`config.mk`:
```
export PLATFORM = sky130hd
export DESIGN_NAME = wildcard_glob_matcher_flat
export DESIGN_NICKNAME = d
export VERILOG_FILES = /design/src/sv/wgm_pkg.sv /design/src/sv/wgm_chan_if.sv /design/src/sv/wildcard_glob_matcher.sv /design/src/flat_wrapper.sv
export SDC_FILE = /design/constraint.sdc
export NUM_CORES = 1
export LEC_CHECK = 0
export BUFFER_PORTS_ARGS = -buffer_cell sky130_fd_sc_hd__buf_4
export CAP_MARGIN = 20
export CORE_MARGIN = 2
export CORE_UTILIZATION = 35
export CTS_BUF_LIST = sky130_fd_sc_hd__clkbuf_4 sky130_fd_sc_hd__clkbuf_8 sky130_fd_sc_hd__clkbuf_16
export DETAILED_ROUTE_END_ITERATION = 7
export SLEW_MARGIN = 20
export SYNTH_ARGS = -nofsm -noshare
export SYNTH_HDL_FRONTEND = slang
export SYNTH_SLANG_ARGS = --single-unit
```
`constraint.sdc`:
```
create_clock -name clock -period 9.07 [get_ports clock]
set_input_delay 0 -clock clock [delete_from_list [all_inputs] [get_ports clock]]
set_output_delay 0 -clock clock [all_outputs]
set_load 0.01 [all_outputs]
```
`src/sv/wgm_pkg.sv`:
```
// Package for the wildcard glob matcher: transaction payload types, command
// codes, special characters and the ASCII case fold.
// No dependencies.
package wgm_pkg;

   localparam int MAX_PATTERN_DEF = 32;
   localparam int CHAR_BITS_DEF   = 16;
   localparam int CODE_W          = 16;

   localparam logic [31:0] STAR_CHAR  = 32'h0000_002A;
   localparam logic [31:0] QUEST_CHAR = 32'h0000_003F;

   typedef enum logic [1:0] {
      CMD_APPEND  = 2'd0,
      CMD_SUBJECT = 2'd1,
      CMD_END     = 2'd2,
      CMD_CLEAR   = 2'd3
   } wgm_cmd_type;

   typedef struct packed {
      wgm_cmd_type        command;
      logic [CODE_W-1:0]  char_code;
   } wgm_req_type;

   typedef struct packed {
      logic matched;
      logic pattern_overflow;
   } wgm_rsp_type;

   typedef struct packed {
      logic case_sensitive;
   } wgm_csr_type;

   // only a-z map to A-Z; every other code passes unchanged
   function automatic logic [31:0] fold_ascii(input logic [31:0] c);
      logic [31:0] r;
      r = c;
      if (c >= 32'h61 && c <= 32'h7A) begin
         r = c - 32'h20;
      end
      return r;
   endfunction

endpackage

```
`src/sv/wgm_chan_if.sv`:
```
// Valid/ready channel carrying one payload struct per transaction.
// Payload types come from wgm_pkg.
interface wgm_chan_if #(parameter type payload_type = logic);
   logic        valid;
   logic        ready;
   payload_type payload;

   modport source (output valid, output payload, input ready);
   modport sink   (input valid, input payload, output ready);
endinterface

```
`src/sv/wildcard_glob_matcher.sv`:
```
// Wildcard glob matcher ('*' and '?') over a stream of pattern and subject
// characters. Depends on wgm_pkg and wgm_chan_if.
//
//   channel  dir  payload                          transaction
//   req_if   in   command, char_code               one command
//   rsp_if   out  matched, pattern_overflow        one per end of subject
//   csr_if   in   case_sensitive                   register write, always ready
//
// One command per cycle sustained while no end of subject waits on rsp_if:
// every command is latched in an input register and then resolved; an end
// of subject moves on into the result register behind rsp_if. All pattern
// positions update at once, the star closure is a log-depth prefix network
// over MAX_PATTERN+1 flags. Synchronous reset clears length, flags and
// case_sensitive; the pattern store is not cleared. A stalled rsp_if holds
// the result; a following end of subject then waits and blocks all behind it.
module wildcard_glob_matcher #(
   parameter int MAX_PATTERN = wgm_pkg::MAX_PATTERN_DEF,
   parameter int CHAR_BITS   = wgm_pkg::CHAR_BITS_DEF
) (
   input  logic        clock,
   input  logic        reset,
   wgm_chan_if.sink    req_if,
   wgm_chan_if.source  rsp_if,
   wgm_chan_if.sink    csr_if
);
   import wgm_pkg::*;

   localparam int NPOS   = MAX_PATTERN + 1;
   localparam int LEN_W  = $clog2(NPOS);
   localparam int IDX_W  = (MAX_PATTERN > 1) ? $clog2(MAX_PATTERN) : 1;
   localparam int LEVELS = $clog2(NPOS);

   // input register
   logic              stage_valid_ff, stage_valid_in;
   wgm_req_type       stage_ff;
   // matcher state
   logic [LEN_W-1:0]  len_ff, len_in;
   logic [NPOS-1:0]   act_ff, act_in;
   logic              started_ff, started_in;
   logic              ovf_ff, ovf_in;
   logic              cs_ff;
   logic [CHAR_BITS-1:0] store_ff [MAX_PATTERN];
   // result register
   logic              rsp_valid_ff, rsp_valid_in;
   wgm_rsp_type       rsp_ff, rsp_in;

   logic              req_accept;
   logic              advance;
   logic              store_wr;
   logic [CHAR_BITS-1:0] subj_char;
   logic [MAX_PATTERN-1:0] star_eff;
   logic [MAX_PATTERN-1:0] lit_eff;
   logic [NPOS-1:0]   act_base;
   logic [NPOS-1:0]   g, p, gn, pn;
   logic [NPOS-1:0]   cur;
   logic [NPOS-1:0]   nxt;

   // an end of subject may move on only if the result register is free or read out
   assign advance = stage_valid_ff &&
                    (stage_ff.command != CMD_END || !rsp_valid_ff || rsp_if.ready);
   assign req_if.ready = !stage_valid_ff || advance;
   assign req_accept   = req_if.valid && req_if.ready;
   assign csr_if.ready = 1'b1;

   assign rsp_if.valid   = rsp_valid_ff;
   assign rsp_if.payload = rsp_ff;

   assign subj_char = CHAR_BITS'(stage_ff.char_code);
   assign store_wr  = advance && stage_ff.command == CMD_APPEND &&
                      len_ff < LEN_W'(MAX_PATTERN);

   // per-position decode, masked to the loaded pattern
   always_comb begin
      for (int i = 0; i < MAX_PATTERN; i++) begin
         star_eff[i] = (LEN_W'(i) < len_ff) && store_ff[i] == CHAR_BITS'(STAR_CHAR);
         lit_eff[i]  = (LEN_W'(i) < len_ff) && store_ff[i] != CHAR_BITS'(STAR_CHAR) &&
                       (store_ff[i] == CHAR_BITS'(QUEST_CHAR) ||
                        (cs_ff ? store_ff[i] == subj_char
                               : fold_ascii(32'(store_ff[i])) == fold_ascii(32'(subj_char))));
      end
   end

   // star closure: flag j+1 picks up flag j through a star at j (prefix OR)
   always_comb begin
      act_base = started_ff ? act_ff : NPOS'(1);
      g    = act_base;
      p[0] = 1'b0;
      for (int j = 1; j < NPOS; j++) begin
         p[j] = star_eff[j-1];
      end
      gn = g;
      pn = p;
      for (int l = 0; l < LEVELS; l++) begin
         gn = g;
         pn = p;
         for (int j = 0; j < NPOS; j++) begin
            if (j >= (1 << l)) begin
               gn[j] = g[j] | (p[j] & g[j - (1 << l)]);
               pn[j] = p[j] & p[j - (1 << l)];
            end
         end
         g = gn;
         p = pn;
      end
      cur = g;
   end

   // one subject character step
   always_comb begin
      nxt = '0;
      for (int i = 0; i < MAX_PATTERN; i++) begin
         if (cur[i] && star_eff[i]) begin
            nxt[i] = 1'b1;
         end
         if (cur[i] && lit_eff[i]) begin
            nxt[i+1] = 1'b1;
         end
      end
   end

   always_comb begin
      stage_valid_in = stage_valid_ff;
      len_in         = len_ff;
      act_in         = act_ff;
      started_in     = started_ff;
      ovf_in         = ovf_ff;
      rsp_valid_in   = rsp_valid_ff && !rsp_if.ready;
      rsp_in         = rsp_ff;
      if (advance) begin
         stage_valid_in = 1'b0;
         case (stage_ff.command)
            CMD_APPEND: begin
               if (store_wr) begin
                  len_in = len_ff + LEN_W'(1);
               end else begin
                  ovf_in = 1'b1;
               end
            end
            CMD_SUBJECT: begin
               act_in     = nxt;
               started_in = 1'b1;
            end
            CMD_END: begin
               rsp_valid_in            = 1'b1;
               rsp_in.matched          = cur[len_ff];
               rsp_in.pattern_overflow = ovf_ff;
               act_in                  = '0;
               started_in              = 1'b0;
            end
            CMD_CLEAR: begin
               len_in     = '0;
               ovf_in     = 1'b0;
               act_in     = '0;
               started_in = 1'b0;
            end
            default: begin
               stage_valid_in = 1'b0;
            end
         endcase
      end
      if (req_accept) begin
         stage_valid_in = 1'b1;
      end
   end

   always_ff @(posedge clock) begin
      if (reset) begin
         stage_valid_ff <= 1'b0;
         len_ff         <= '0;
         act_ff         <= '0;
         started_ff     <= 1'b0;
         ovf_ff         <= 1'b0;
         cs_ff          <= 1'b0;
         rsp_valid_ff   <= 1'b0;
      end else begin
         stage_valid_ff <= stage_valid_in;
         len_ff         <= len_in;
         act_ff         <= act_in;
         started_ff     <= started_in;
         ovf_ff         <= ovf_in;
         rsp_valid_ff   <= rsp_valid_in;
         if (csr_if.valid) begin
            cs_ff <= csr_if.payload.case_sensitive;
         end
      end
   end

   always_ff @(posedge clock) begin
      if (req_accept) begin
         stage_ff <= req_if.payload;
      end
      rsp_ff <= rsp_in;
   end

   always_ff @(posedge clock) begin
      if (store_wr) begin
         store_ff[len_ff[IDX_W-1:0]] <= subj_char;
      end
   end

   // ---- assertions ----
   a_len_bound: assert property (@(posedge clock) disable iff (reset)
      len_ff <= LEN_W'(MAX_PATTERN))
      else $error("pattern length beyond store depth");

   a_ovf_full: assert property (@(posedge clock) disable iff (reset)
      ovf_ff |-> len_ff == LEN_W'(MAX_PATTERN))
      else $error("overflow flagged with room left in the store");

   a_end_result: assert property (@(posedge clock) disable iff (reset)
      (advance && stage_ff.command == CMD_END) |=> (rsp_valid_ff && !started_ff))
      else $error("end of subject did not produce a result");

   a_clear: assert property (@(posedge clock) disable iff (reset)
      (advance && stage_ff.command == CMD_CLEAR) |=>
         (len_ff == '0 && !ovf_ff && !started_ff && act_ff == '0))
      else $error("clear left pattern state behind");

endmodule

```
`src/flat_wrapper.sv`:
```
// flat-port wrapper written by rule: the top's interface ports become plain ports
module wildcard_glob_matcher_flat import wgm_pkg::*;
#(
   parameter int MAX_PATTERN = wgm_pkg::MAX_PATTERN_DEF,
   parameter int CHAR_BITS   = wgm_pkg::CHAR_BITS_DEF
)
  (clock, reset, req_if_valid, req_if_payload, req_if_ready, rsp_if_valid, rsp_if_payload, rsp_if_ready, csr_if_valid, csr_if_payload, csr_if_ready);
  wgm_chan_if #(.payload_type(wgm_req_type)) req_if_i ();
  wgm_chan_if #(.payload_type(wgm_rsp_type)) rsp_if_i ();
  wgm_chan_if #(.payload_type(wgm_csr_type)) csr_if_i ();
  input  logic clock;
  input  logic reset;
  input wire logic [$bits(req_if_i.valid)-1:0] req_if_valid;
  input wire logic [$bits(req_if_i.payload)-1:0] req_if_payload;
  output wire logic [$bits(req_if_i.ready)-1:0] req_if_ready;
  output wire logic [$bits(rsp_if_i.valid)-1:0] rsp_if_valid;
  output wire logic [$bits(rsp_if_i.payload)-1:0] rsp_if_payload;
  input wire logic [$bits(rsp_if_i.ready)-1:0] rsp_if_ready;
  input wire logic [$bits(csr_if_i.valid)-1:0] csr_if_valid;
  input wire logic [$bits(csr_if_i.payload)-1:0] csr_if_payload;
  output wire logic [$bits(csr_if_i.ready)-1:0] csr_if_ready;
  assign req_if_i.valid = req_if_valid;
  assign req_if_i.payload = req_if_payload;
  assign req_if_ready = req_if_i.ready;
  assign rsp_if_valid = rsp_if_i.valid;
  assign rsp_if_payload = rsp_if_i.payload;
  assign rsp_if_i.ready = rsp_if_ready;
  assign csr_if_i.valid = csr_if_valid;
  assign csr_if_i.payload = csr_if_payload;
  assign csr_if_ready = csr_if_i.ready;
  wildcard_glob_matcher #(.MAX_PATTERN(MAX_PATTERN), .CHAR_BITS(CHAR_BITS)) u_core (.clock(clock), .reset(reset), .req_if(req_if_i), .rsp_if(rsp_if_i), .csr_if(csr_if_i));
endmodule
```
==> impl_metrics.toml <==
[run_status]
status = "completed"

[drt]
postRouteAntennaNets = 0
drtIter0Drc = 3429
wl_per_cell_um = 24.08
drt-vias-per-instance = 5.877
detailroute.via_count = 28290
dr.pass1.iters = 5
drc = 0
drt-total-wl_um = 115900

[cells_and_area]
layout.cells.most_common_list = "532 x edfxtp_1, 374 x xnor2_1, 289 x xor2_1, 283 x nor2_1, 213 x nor3_1"
area.growth.synth_to_final_pct = 12.67
most_frequent_standard_cell_in_the_layout_excluding_fill_and_tap_cells = "edfxtp_1"
layout.area.seq_um2 = 16860
nNetsFinal = 3538
share_of_layout_cells_above_drive_strength_1_pct = 7.910
final_cell_count_no_fill = 4814
antenna_cells = 0
filler_cell_count = 9461
multi_input_gate_area_um2 = 17130

[grt]
antenna_found_initial = 4
grt_start_max_net_pins = 67
wire_length_of_the_first_global_routing_pass_um = 172600
grt_overflow = 0
gr-usage-all-layers_pct = 22.17
grt_pass1_vias = 27040

[place]
gp_routability_congestion = 1.014
place_inst = 4669
place.port_buffers = 27
hpwl_um = 75060

[clocking]
tritoncts = "yes"
clock_insertion_delay_worst_skew_ns = 0.64
clockBufferDepth = 3
cts.root.buffer_cell = "clkbuf_16"
cts_buffers = 66
cts.sink_count = 576
post_cts_setup_repair_buffer_count = 0
htree_levels = 3
clkTransAtPathRegs_ns = 0.07

[power_and_ir_drop]
irDropWorstVdd_uv = 135.7
powerDensity_nw_per_um2 = 153.8
leak_pwr_nw = 12.34

[timing]
relSlewSlack_pct = 14.53
setup_tns_ns = 0
max_slew.worst_pin.slew_ns = 1.270
post_route_fraction_of_the_period_consumed_by_the_critical_path_pct = 55.39
timing_hold_violations_final = 0
final_period_minus_worst_setup_slack_ns = 5.024
setup_violations = 0
finClkSkew_ns = 0.03668
final_max_slew_viols = 0
max_freq_mhz = 199.0
setup_repair_after_global_routing_missed_its_margin = "false"

[critical_path]
worst_endpoint_data_arrival_time_ns = 5.51
worst_ep_required_ns = 9.56
endpoint_kind = "register"
critPathKind = "reg -> reg"
cp-start-kind = "register"
critPathMaxFanout = 18

[synthesis]
synth.net_count = 3504
synth_cells = 3442
synth_warnings = 0
syn-mean-instance-area_um2 = 10.14
number_of_enable_type_register_cells_in_the_synthesized_netlist = 532
netlist_area_um2 = 34910
share_of_async_settable_or_async_resettable_flops_after_synthesis_pct = 0
synth_cell_types = 86
dominant_register_cell_in_the_synthesized_netlist = "edfxtp_1"
yosysSeqAreaShare_pct = 48.28
ys_ff_latch = 576

[floorplanning]
die_width_um = 319.8
rows = 115
core_area_um2 = 98560
start_util_pct = 35.42
die_y_um = 319.8
die_area_um2 = 102300
io-pin-count = 29

[job]
max-cap-violations = 0

[worst_hold_path]
min_path_type = "in -> reg"
## cells in the mapped netlist (38+ instances only)
library cell    n  area share [%]
a21oi_1       155             2.2
clkbuf_1      144             1.5
dfxtp_1        44             2.5
edfxtp_1      532              46
ha_1           38             1.4
inv_1         107             1.2
nand2_1       197             2.1
nand3_1        99             1.4
nand4_1       129             2.3
nor2_1        284             3.1
nor3_1        217             3.1
nor4_1        134             2.4
o21ai_0        99             1.4
or3_1          54            0.97
xnor2_1       374             9.4
xor2_1        289             7.3
## critical path, cell delays in order (launching register included)
cell and delay (ns):
dfxtp_1 0.80, inv_1 0.32, ha_1 0.43, nand2b_1 0.28, a31oi_1 0.41, nand3_1 0.23, nor2_1 0.33, nor2_1 0.08
nor4b_1 0.50, o2111a_1 0.28, nor3_1 0.14, o31ai_1 0.62, a41oi_1 0.27, o22ai_2 0.18
## stage by stage
stage	hold slack (ns)	cell area [µm²]	util (%)	worst slack [ns]	power, mW
after floorplan	0.09887	34910	-	5.067	3.237
after global placement	0.1785	36900	37.44	4.413	3.393
after detailed placement	0.1794	36910	37.45	4.301	3.398
after CTS	0.04722	39320	39.89	4.256	6.093
final	0.08111	39340	39.91	4.046	6.051
after global routing	0.06606	39340	39.91	3.791	6.226
## worst paths after layout
| path | from | to | slack, ns | depth (start not counted) |
|---|---|---|---|---|
| hold reg to reg | u_core.act_ff[21]$_SDFFE_PP0P_ | u_core.act_ff[21]$_SDFFE_PP0P_ | 0.47 | 2 |
| setup reg to reg | u_core.len_ff[0]$_SDFFE_PP0P_ | u_core.rsp_if.payload[1]$_DFFE_PP_ | 4.05 | 13 |
| setup / recovery | u_core.len_ff[0]$_SDFFE_PP0P_ | u_core.rsp_if.payload[1]$_DFFE_PP_ | 4.05 | 13 |
| hold / removal | req_if_payload[5] | u_core.subj_char[5]$_DFFE_PP_ | 0.08 | 2 |
## registers in the layout, summed over array words and instances, names as in the netlist, 2 cells and up
name                   flops
u_core.act_ff             33
u_core.stage_ff            2
u_core.store_ff          512
u_core.rsp_if.payload      2
u_core.len_ff              6
u_core.subj_char          16
## where the power goes
| group | leakage [nW] | switching, mW | total, mW | internal (mW) |
|---|---|---|---|---|
| logic | 6.12 | 0.296 | 0.437 | 0.141 |
| clock network | 1.07 | 1.13 | 2.69 | 1.57 |
| registers | 5.15 | 0.0128 | 2.92 | 2.91 |
## area by class of cell
cell class	instances	area share, %
tap	1287	4.094
clock buffer	81	4.501
clock inverter	38	0.9510
multi-input combinational	2583	43.55
inverter	108	1.031
sequential	576	42.86
timing repair buffer	141	3.015
## what timing repair did
item | CTS | global route
hold endpoints to repair | 47 | 0
hold buffers | 26 | 0
endpoints found under the setup margin | 0 | 0
resized for setup | 0 | 0
## per-layer routing
layer	up-vias	global-route usage [%]	part of all wire (%)
met5	-	0	0
met4	0	7.631	3.1
met3	213	3.875	8.3
met2	1257	35.50	45
met1	13950	30.20	43
li1	12870	-	-
## logic make-up (layout without fill, tap and decap cells)
logic type      count (synthesis)  count (layout)  share of synthesized area, %
mux                             5               5                        0.1828
fa+ha+maj                      38              38                         1.362
flops                         576             576                         48.28
other cells                     1               1                       0.01074
buf+inv                       283             368                         3.064
compound gates                550             550                         10.50
simple gates                 1326            1326                         19.97
xor+xnor                      663             663                         16.63
(Power assumes the default switching activity.)
